`src/akv_pkg.sv`:
```
// Shared types and constants for the associative key/value table.
`timescale 1ns / 1ps
`default_nettype none
package akv_pkg;

   localparam int ACTION_BITS    = 3;
   localparam int STATUS_BITS    = 2;
   localparam int VALUE_OUT_BITS = 32;
   localparam int COUNT_BITS     = 7;

   typedef enum logic [ACTION_BITS-1:0] {
      ACT_INSERT    = 3'd0,
      ACT_SET_VALUE = 3'd1,
      ACT_RENAME    = 3'd2,
      ACT_DELETE    = 3'd3,
      ACT_LOOKUP    = 3'd4
   } akv_action_type;

   typedef enum logic [STATUS_BITS-1:0] {
      STAT_OK      = 2'd0,
      STAT_EXISTS  = 2'd1,
      STAT_MISSING = 2'd2,
      STAT_FULL    = 2'd3
   } akv_status_type;

   typedef enum logic [2:0] {
      OP_HOLD,
      OP_INSERT,
      OP_SET_VALUE,
      OP_SET_KEY,
      OP_SHIFT
   } akv_op_type;

   typedef enum logic {
      S_IDLE,
      S_EXEC
   } akv_state_type;

   typedef struct packed {
      logic key_hit;
      logic new_key_hit;
   } akv_hit_type;

endpackage
`default_nettype wire

```
`src/akv_cell.sv`:
```
// One storage cell of the table: an entry, its key compares and its shift path.
`timescale 1ns / 1ps
`default_nettype none
module akv_cell #(
   parameter int CAPACITY   = 64,
   parameter int KEY_BITS   = 32,
   parameter int VALUE_BITS = 32,
   parameter int INDEX      = 0
) (
   input  logic                            clock,
   input  logic                            req_fire,
   input  logic [KEY_BITS-1:0]             req_key,
   input  logic [KEY_BITS-1:0]             req_new_key,
   input  akv_pkg::akv_op_type             cmd_op,
   input  logic [$clog2(CAPACITY)-1:0]     cmd_pos,
   input  logic [$clog2(CAPACITY+1)-1:0]   cmd_count,
   input  logic [KEY_BITS-1:0]             wr_key,
   input  logic [VALUE_BITS-1:0]           wr_value,
   input  logic [KEY_BITS-1:0]             wr_new_key,
   input  logic [KEY_BITS-1:0]             next_key,
   input  logic [VALUE_BITS-1:0]           next_value,
   output logic [KEY_BITS-1:0]             cell_key,
   output logic [VALUE_BITS-1:0]           cell_value,
   output akv_pkg::akv_hit_type            hit
);
   import akv_pkg::*;

   localparam int IDX_W = $clog2(CAPACITY);
   localparam int CNT_W = $clog2(CAPACITY + 1);
   localparam logic [IDX_W-1:0] MY_IDX = IDX_W'(INDEX);
   localparam logic [CNT_W-1:0] MY_POS = CNT_W'(INDEX);

   logic [KEY_BITS-1:0]   key_ff, key_in;
   logic [VALUE_BITS-1:0] value_ff, value_in;
   akv_hit_type           hit_ff, hit_in;
   logic                  occupied;

   assign occupied = (MY_POS < cmd_count);

   always_comb begin
      hit_in = hit_ff;
      if (req_fire) begin
         hit_in.key_hit     = occupied && (key_ff == req_key);
         hit_in.new_key_hit = occupied && (key_ff == req_new_key);
      end
   end

   always_comb begin
      key_in   = key_ff;
      value_in = value_ff;
      case (cmd_op)
         OP_INSERT: begin
            if (MY_IDX == cmd_pos) begin
               key_in   = wr_key;
               value_in = wr_value;
            end
         end
         OP_SET_VALUE: begin
            if (hit_ff.key_hit) begin
               value_in = wr_value;
            end
         end
         OP_SET_KEY: begin
            if (hit_ff.key_hit) begin
               key_in = wr_new_key;
            end
         end
         OP_SHIFT: begin
            if (MY_IDX >= cmd_pos) begin
               key_in   = next_key;
               value_in = next_value;
            end
         end
         default: begin
         end
      endcase
   end

   always_ff @(posedge clock) begin
      key_ff   <= key_in;
      value_ff <= value_in;
      hit_ff   <= hit_in;
   end

   assign cell_key   = key_ff;
   assign cell_value = value_ff;
   assign hit        = hit_ff;

endmodule
`default_nettype wire

```
`config.mk`:
```
export PLATFORM = sky130hd
export DESIGN_NAME = akv_cell
export DESIGN_NICKNAME = d
export VERILOG_FILES = /design/src/akv_pkg.sv /design/src/akv_cell.sv
export SDC_FILE = /design/constraint.sdc
export NUM_CORES = 1
export LEC_CHECK = 0
export BUFFER_PORTS_ARGS = -buffer_cell sky130_fd_sc_hd__buf_2
export CAP_MARGIN = 20
export CORE_AREA = 3 3 117 119
export DETAILED_ROUTE_END_ITERATION = 8
export DIE_AREA = 0 0 120 122
export GPL_TIMING_DRIVEN = 0
export PLACE_DENSITY_LB_ADDON = 0.12
export SLEW_MARGIN = 10
export SYNTH_ARGS = -nofsm -noshare
export SYNTH_HDL_FRONTEND = slang
export SYNTH_SLANG_ARGS = --single-unit
export TNS_END_PERCENT = 10
```
`constraint.sdc`:
```
create_clock -name clock -period 3.1 [get_ports clock]
set_input_delay 0.465 -clock clock [delete_from_list [all_inputs] [get_ports clock]]
set_output_delay 0.465 -clock clock [all_outputs]
set_load 0.01 [all_outputs]
```
Word level (Yosys, flattened, before mapping)
Index checks and enable logic that the tools add are counted.
- output and inout port bits: 66
- input port bits: 242
- register bits after elaboration: 66
- word-level logic and storage cells: 31
- equality and inequality tests: 10
- reduce and logical (&&, ||, !) cells: 7
- mux-type cells: 8
- magnitude comparators: 2
- operators by type and width (operator ; count):
    $mux 32 ; 6
    $pmux 32 s3 ; 2
    $eq 32x32->1 ; 2
    $ne 2x2->1 const B ; 4
    $reduce_and 4->1 ; 2
    $lt 1x7->1 const A ; 1
    $eq 3x2->1 const B ; 2
    $ge 1x6->1 const A ; 1
    $logic_not 6->1 ; 1
    $reduce_bool 3->1 ; 2
    $eq 3x1->1 const B ; 1
    $eq 3x3->1 const B ; 1
    $logic_and 1x1->1 ; 2

Logic depth before layout (Yosys ltp)
Gate-level depths: netlist of the first run.
- word-level depth: 3
- depth in mapped cells: 6
- gate-level depth less buffers: 4

Least setup slack after synthesis of the first run
Ideal clock, no wire load.
- kind: input to register
- start: input port cmd_pos[2]
- end: register value_ff[0], in the netlist cell_value[0], enable pin
- path buffers: 0
- arrival: 2.704 ns
- library setup time: 0.425 ns
- required time: 2.675 ns
- slack: -0.029 ns
- cell stages on the path: 4
- cells stage by stage: or4_4 -> nor3_4 -> a31oi_1 -> o21ai_1
- cells in the longest elaborated chain, start to end: 3
- elaborated cells on any way between the ends: 5
- classes of those cells: order compare: 1; eq/ne: 2; reduce/logical: 2
- RTL lines (what ; line ; RTL):
    start, declared ; akv_cell.sv:15 ; input logic [$clog2(CAPACITY)-1:0] cmd_pos,
    $ge 1x6->1 / $logic_not 6->1 (equally long branches) ; akv_cell.sv:69, akv_cell.sv:53 ;
    $ne 2x2->1 (no line) ; -- ;
    $reduce_and 4->1 (no line) (*) ; -- ;
    end signal, assigned ; akv_cell.sv:81 ; value_ff <= value_in;
    end, declared ; akv_cell.sv:34 ; logic [VALUE_BITS-1:0] value_ff, value_in;
Mark *: on every way between the ends. The rest lies on a longest branch, timed or not.
A chain may end at the register's enable or synchronous reset.

Worst setup path after layout of the first run
- start: input port cmd_pos[2]
- end: register key_ff[9], in the netlist cell_key[9], enable pin
- cells in the longest elaborated chain, start to end: 3
- elaborated cells on any way between the ends: 5
- classes of those cells: order compare: 1; eq/ne: 2; reduce/logical: 2
- RTL lines (what ; line ; RTL):
    $ge 1x6->1 / $logic_not 6->1 (equally long branches) ; akv_cell.sv:69, akv_cell.sv:53 ;
    $ne 2x2->1 (no line) ; -- ;
    $reduce_and 4->1 (no line) (*) ; -- ;
    end signal, assigned ; akv_cell.sv:80 ; key_ff <= key_in;
    end, declared ; akv_cell.sv:33 ; logic [KEY_BITS-1:0] key_ff, key_in;
Marks and branches as above.

==> flow_metrics.env, run 1 <==
export IMPL_outcome="finished, final reports clean"
export IMPL_synth_distinct_cells=25
export IMPL_die_h_um=122
export IMPL_finalMaxSlewViolations=0
export IMPL_cts_htree_levels=3
export IMPL_crit_path_max_fanout=22
export IMPL_seq_area_frac_synth_pct=53.3
export IMPL_via_count=3672
export IMPL_route_met3_wl_mm=1.72
export IMPL_rows=41
export IMPL_yosysMostFrequentCell="edfxtp_1"
export IMPL_hold_buffers=0
export IMPL_synthArstFlopShare_pct=0
export IMPL_hold_class="in -> reg"
export IMPL_critPathLaunch="cmd_pos[2]"
export IMPL_place_inst=790
export IMPL_synthMuxAreaShare_pct=9.96
export IMPL_intPower_mw=1.99
export IMPL_start_util_pct=29.3
export IMPL_wl_met1_mm=5.33
export IMPL_nFillCells=1248
export IMPL_avgSynthCellArea_um2=12.0
export IMPL_ir_drop_uv=233
export IMPL_swShare_pct=21.7
export IMPL_grt_pass1_wl_mm=21.6
export IMPL_synth_area_top_cells="edfxtp_1, xor2_1, mux2_2"
export IMPL_hold_ws_ns=0.356
export IMPL_crit_family="simple AND/OR/NAND/NOR gates"
export IMPL_p_clk_share_pct=45.5
export IMPL_cp_end_kind="register"
export IMPL_grt_pass1_vias=3954
export IMPL_area_delta_synth_final_pct=58.0
export IMPL_cts_tree="yes"
export IMPL_path_class="in -> reg"
export IMPL_synth_compound_area_share_pct=6.90
export IMPL_worst_slew_pin_slew_ns=0.619
export IMPL_fin_cells=807
export IMPL_startpoint_type="input pin"
export IMPL_route_met2_wl_mm=7.56
export IMPL_critical_path_arrival_ns=2.10
export IMPL_regToRegSetupSlack_ns=1.21
export IMPL_cp_required_ns=3.13
export IMPL_synth_top_area_share_pct=53.3
export IMPL_fmax_mhz=483
export IMPL_syn_area_um2=3720
export IMPL_hpwl_mm=12.3
export IMPL_yosys_area_share_adder_pct=0
export IMPL_crit_path_max_incr_delay_ns=0.53
export IMPL_drt_initial_drc_count=136
export IMPL_gp_congestion=0.826
export IMPL_clk_latency_ns=0.33
export IMPL_yosys_area_top_type="edfxtp_1"
export IMPL_rsz0062_at_grt="no"
export IMPL_hold_viol_final=0
export IMPL_synth_top_family_by_area="XOR/XNOR gates"
export IMPL_cp_depth=6
export IMPL_cts_clk_slew_worst_paths_ns=0.05
export IMPL_clockBufferDepth=2
export IMPL_synth_cells=309
export IMPL_leakage_nw=2.76
export IMPL_clock_skew_ns=0.00973
export IMPL_max_slew_margin_pct=58.3
export IMPL_grt_util_all_layers_pct=19.9
export IMPL_finalSetupViolations=0
export IMPL_fin_nets=871
export IMPL_drive_gt1_share_pct=59.0
export IMPL_slowest_stage="or4_4"
export IMPL_die_w_um=120
export IMPL_top_layer_used="met5"
export IMPL_numClockSinks=66
export IMPL_p_seq_share_pct=40.2
export IMPL_viasPerCell=4.55
export IMPL_crit_end="cell_key[9]"
export IMPL_combPwrFrac_pct=14.3
export IMPL_synth_seq_cells=66
export IMPL_synth_nets=551
export IMPL_postCtsSetupBuffers=0
export IMPL_synth_edf_count=66
export IMPL_timing_final_crit_period_ns=2.07
export IMPL_power_switching_mw=0.550
export IMPL_drt_wirelength_per_cell_um=18.4
export IMPL_r2r_start="cell_key[2]"
export IMPL_worstPathCellList="buf_2 -> or4_4 -> nor3_4 -> mux2i_1 -> o21ai_4 -> buf_16"
export IMPL_synth_simple_gate_area_share_pct=12.4
export IMPL_ant_nets=0
export IMPL_wirelength_mm=14.9
export IMPL_reg2reg_depth=4
export IMPL_crit_buf_inv=2
export IMPL_synth_common_cells="edfxtp_1, nand2_1, xor2_1"
export IMPL_totalPowerFinal_mw=2.54
export IMPL_powerDensity_nw_per_um2=432
export IMPL_drc=0
export IMPL_coreArea_um2=12700
export IMPL_portBuffers=307
export IMPL_ys_warnings_count=0
export IMPL_grt_start_max_net_pins=28
export IMPL_period_share_pct=66.8
export IMPL_synth_top_flop_cell="edfxtp_1"
export IMPL_synth_xor_area_share_pct=15.1
export IMPL_root_buffer="clkbuf_16"
export IMPL_grt_overflow=0
export IMPL_dieArea_um2=14600
export IMPL_drt_pass1_iter_count=5
export IMPL_numCtsBuffers=9
export IMPL_cap_violations=0
export IMPL_ios=308
export IMPL_r2r_end="hit[0]"
export IMPL_cts_resized=0
export IMPL_antenna_found_initial=2
-- power by group through the flow --
stage               registers (mW)  logic [mW]  clock network [mW]
floorplan                     1.04       0.142                   0
global placement              1.04       0.355                   0
detailed placement            1.04       0.366                   0
finish                        1.02       0.363                1.15
global route                  1.02       0.404                1.23
CTS                           1.02       0.369                1.19
-- registers in the layout, summed over array words and instances (netlist names) --
signal	count
hit	2
cell_key	32
cell_value	32
-- layer usage --
metal | GRT usage [%] | vias up
li1 | - | 1786
met1 | 21.3 | 1654
met2 | 35.3 | 211
met3 | 8.59 | 19
met4 | 6.37 | 2
met5 | 0 | -
-- stage by stage --
step	worst slack (ns)	util, %	TNS (ns)	instance area (µm²)
floorplan	-0.0224	-	-0.716	3720
global placement	-1.00	43.2	-31.99	5470
detailed placement	0.668	43.7	0	5540
CTS	1.02	46.4	0	5870
global route	0.940	46.4	0	5870
finish	1.03	46.4	0	5880
-- worst min path at each step --
stage                     cells past startpoint  startpoint  endpoint  slack (ns)
after floorplan                               0    req_fire    hit[0]        0.58
after global placement                        1    req_fire    hit[0]        0.68
after detailed placement                      1    req_fire    hit[1]        0.69
after CTS                                     1    req_fire    hit[0]        0.34
after global routing                          1    req_fire    hit[1]        0.34
final                                         1    req_fire    hit[0]        0.36
-- logic make-up (layout without fill, tap and decap cells) --
| logic type | Yosys count | after routing |
|---|---|---|
| buffers and inverters | 15 | 340 |
| AO/OA/AOI/OAI | 35 | 35 |
| other | 0 | 1 |
| XOR/XNOR | 64 | 64 |
| AND/OR/NAND/NOR | 96 | 96 |
| flip-flops | 66 | 66 |
| multiplexers | 33 | 33 |
-- area by class of cell --
| class | instances | area (µm²) | share of cell area (%) |
|---|---|---|---|
| diodes | 1 | 2.50 | 0.0426 |
| plain buffers | 14 | 83.8 | 1.43 |
| clock buffers | 9 | 225 | 3.83 |
| clock inverters | 7 | 108 | 1.83 |
| inverters | 1 | 3.75 | 0.0639 |
| multi-input cells | 228 | 1670 | 28.4 |
| flip-flops and latches | 66 | 1980 | 33.7 |
| well taps | 172 | 215 | 3.66 |
| repair buffers | 309 | 1580 | 27.0 |
-- cells in the final DEF, fill, tap and decap left out, types with 2 or more instances in the layout --
cell type / Yosys / final
clkinv_2: 0 / 2
xnor2_1: 8 / 8
o21ai_4: 0 / 2
a22oi_1: 32 / 32
edfxtp_1: 66 / 66
xor2_1: 56 / 56
buf_6: 2 / 2
bufinv_16: 0 / 3
nand4_1: 4 / 4
nand2_1: 65 / 65
clkbuf_16: 0 / 9
nor4_1: 17 / 17
mux2_2: 32 / 32
nand3_1: 2 / 2
clkinv_1: 0 / 2
buf_2: 10 / 317
Power figures use the tool's default switching activity.
==> inputs of run 2 (changes only) <==
--- a/config.mk
+++ b/config.mk
@@ -5,11 +5,12 @@
 export SDC_FILE = /design/constraint.sdc
 export NUM_CORES = 1
 export LEC_CHECK = 0
+export ABC_AREA = 1
 export BUFFER_PORTS_ARGS = -buffer_cell sky130_fd_sc_hd__buf_2
 export CAP_MARGIN = 20
-export CORE_AREA = 3 3 117 119
+export CORE_AREA = 3 3 118 120
 export DETAILED_ROUTE_END_ITERATION = 8
-export DIE_AREA = 0 0 120 122
+export DIE_AREA = 0 0 121 123
 export GPL_TIMING_DRIVEN = 0
 export PLACE_DENSITY_LB_ADDON = 0.12
 export SLEW_MARGIN = 10
==> constraint.sdc (replaced) <==
create_clock -name clock -period 2.1 [get_ports clock]
set_input_delay 0.315 -clock clock [delete_from_list [all_inputs] [get_ports clock]]
set_output_delay 0.315 -clock clock [all_outputs]
set_load 0.01 [all_outputs]
==> run 2 against run 1 <==
Compared with the run above: power up 53%; sequential power is 61% higher; worst hold slack lost 0.15 ns; clock skew is 0.0059 ns lower; worst setup slack got worse by 0.65 ns; critical endpoint is now cell_key[22]; clock power rose by 18%; highest routed layer is now met4; largest cell class unchanged; die area rose by 1.7%; design area up 10%; sequential cell count did not move; global-route usage about the same; via count is 22% higher; critical path depth is 3 lower.
==> flow_metrics.env, run 2 <==
export IMPL_portBuffers=307
export IMPL_cts_htree_levels=3
export IMPL_place_inst=1005
export IMPL_yosysMostFrequentCell="nand2_1"
export IMPL_final_common_cell="buf_2"
export IMPL_synth_cells=520
export IMPL_drt_wirelength_per_cell_um=14.8
export IMPL_period_share_pct=81.7
export IMPL_hold_viol_final=0
export IMPL_combPwrFrac_pct=22.6
export IMPL_r2r_end="cell_key[22]"
export IMPL_synth_seq_cells=66
export IMPL_min_delay_worst_endpoint="hit[1]"
export IMPL_rsz0062_at_grt="no"
export IMPL_max_slew_margin_pct=54.1
export IMPL_ir_drop_uv=486
export IMPL_coreArea_um2=13100
export IMPL_fmax_mhz=583
export IMPL_intPower_mw=2.81
export IMPL_post_route_util_pct=49.6
export IMPL_fin_nets=1082
export IMPL_cp_end_kind="register"
export IMPL_synth_xor_area_share_pct=4.78
export IMPL_startpoint_type="register"
export IMPL_worst_slew_pin_slew_ns=0.689
export IMPL_synth_common_cells="nand2_1, inv_1, edfxtp_1"
export IMPL_synthArstFlopShare_pct=0
export IMPL_grt_start_max_net_pins=29
export IMPL_gp_congestion=0.816
export IMPL_finalMaxSlewViolations=0
export IMPL_via_count=4496
export IMPL_start_util_pct=33.6
export IMPL_setup_slack_ns=0.383
export IMPL_rows=42
export IMPL_dpl_cell_area_um2=6220
export IMPL_hold_ws_ns=0.203
export IMPL_synth_area_top_cells="edfxtp_1, nand2_1, inv_1"
export IMPL_p_seq_share_pct=42.3
export IMPL_synth_top_area_share_pct=45.0
export IMPL_swShare_pct=27.7
export IMPL_place_ws_ns=0.0376
export IMPL_finalSetupViolations=0
export IMPL_outcome="finished, final reports clean"
export IMPL_avgSynthCellArea_um2=8.46
export IMPL_drc=0
export IMPL_grt_pass1_wl_mm=22.2
export IMPL_fin_cells=1021
export IMPL_drt_pass1_iter_count=4
export IMPL_regToRegSetupSlack_ns=0.38
export IMPL_ant_nets=0
export IMPL_synth_nets=762
export IMPL_layout_common_cells="buf_2, nand2_1, inv_1"
export IMPL_antenna_found_initial=0
export IMPL_postCtsSetupBuffers=0
export IMPL_drive_gt1_share_pct=45.2
export IMPL_synth_distinct_cells=23
export IMPL_seq_area_frac_synth_pct=45.0
export IMPL_fin_area_um2=6490
export IMPL_hpwl_mm=12.7
export IMPL_area_delta_synth_final_pct=47.4
export IMPL_clockBufferDepth=2
export IMPL_root_buffer="clkbuf_16"
export IMPL_cts_clk_slew_worst_paths_ns=0.06
export IMPL_synth_compound_area_share_pct=8.73
export IMPL_yosys_area_share_adder_pct=0
export IMPL_die_h_um=123
export IMPL_totalPowerFinal_mw=3.89
export IMPL_ys_warnings_count=0
export IMPL_viasPerCell=4.40
export IMPL_synth_top_family_by_area="simple AND/OR/NAND/NOR gates"
export IMPL_grt_util_all_layers_pct=19.9
export IMPL_crit_path_max_fanout=17
export IMPL_clock_skew_ns=0.00383
export IMPL_cp_required_ns=2.14
export IMPL_powerDensity_nw_per_um2=599
export IMPL_yosys_area_top_type="edfxtp_1"
export IMPL_synth_simple_gate_area_share_pct=19.3
export IMPL_reg2reg_depth=3
export IMPL_p_clk_share_pct=35.1
export IMPL_hold_class="in -> reg"
export IMPL_dieArea_um2=14900
export IMPL_numClockSinks=66
export IMPL_min_from="req_fire"
export IMPL_r2r_start="hit[1]"
export IMPL_synth_edf_count=66
export IMPL_clk_latency_ns=0.33
export IMPL_syn_area_um2=4400
export IMPL_timing_final_crit_period_ns=1.72
export IMPL_ios=308
export IMPL_critical_path_arrival_ns=1.76
export IMPL_min_delay_path_depth=1
export IMPL_die_w_um=121
export IMPL_wirelength_mm=15.1
export IMPL_cts_tree="yes"
export IMPL_grt_pass1_vias=4459
export IMPL_cts_resized=0
export IMPL_path_class="reg -> reg"
export IMPL_power_switching_mw=1.08
export IMPL_synthMuxAreaShare_pct=8.87
export IMPL_hold_buffers=0
export IMPL_n_antenna_cell=0
export IMPL_numCtsBuffers=9
export IMPL_drt_initial_drc_count=177
export IMPL_cap_violations=0
export IMPL_synth_top_flop_cell="edfxtp_1"
export IMPL_leakage_nw=3.55
export IMPL_fin_setup_tns_ns=0
export IMPL_grt_overflow=0
[run 2: cell count changes in the layout (fill, tap and decap cells not counted), sizes merged, moves of 3 or more]
cell / previous run / this run
a22oi: 32 / 0
bufinv: 3 / 0
inv: 1 / 125
nand2: 65 / 162
nand3: 2 / 9
nand4: 4 / 0
nor2: 1 / 42
nor4: 17 / 0
o21ai: 2 / 6
o221ai: 0 / 32
xnor2: 8 / 22
xor2: 56 / 2
[run 2: cell families (layout without fill, tap and decap cells)]
group           after synthesis  count (layout)
flops                        66              66
simple gates                219             219
buf+inv                     139             464
mux                          32              32
compound gates               40              40
xor+xnor                     24              24
[run 2: worst max-delay path by stage]
stage / start / end / slack [ns] / cells past startpoint
floorplan: cmd_op[0] / cell_value[0] / -0.36 / 5
global placement: cmd_op[0] / cell_value[16] / -1.18 / 6
detailed placement: cmd_op[2] / cell_key[15] / 0.04 / 6
CTS: hit[1] / cell_key[12] / 0.36 / 3
global route: hit[1] / cell_key[0] / 0.27 / 3
finish: hit[1] / cell_key[22] / 0.38 / 3
[run 2: power groups by stage]
stage | clock network [mW] | logic (mW) | registers [mW]
after floorplan | 0 | 0.396 | 1.71
final | 1.36 | 0.879 | 1.64
after global placement | 0 | 0.853 | 1.67
after CTS | 1.40 | 0.896 | 1.65
after global routing | 1.46 | 0.989 | 1.66
after detailed placement | 0 | 0.893 | 1.67
[run 2: worst max-delay path, cell delays in order, from the launching register on]
cell and delay (ns):
edfxtp_1 0.43, nand3_1 0.16, a21oi_4 0.59, buf_16 0.24
[run 2: routing by layer]
metal  vias up  wire [µm]  GRT usage [%]
li1       2287          -              -
met1      1983       5480           21.6
met2       209       7810           35.9
met3        17       1640           6.77
met4         0        218           7.29
met5         -          0              0
[run 2: final cells by class]
cell class	count	area, µm²
buffer	14	114
inverter	125	469
timing repair buffer	309	1580
multi-input combinational	315	1850
clock inverter	6	33.8
sequential	66	1980
clock buffer	10	229
fill	1313	6600
tap	176	220
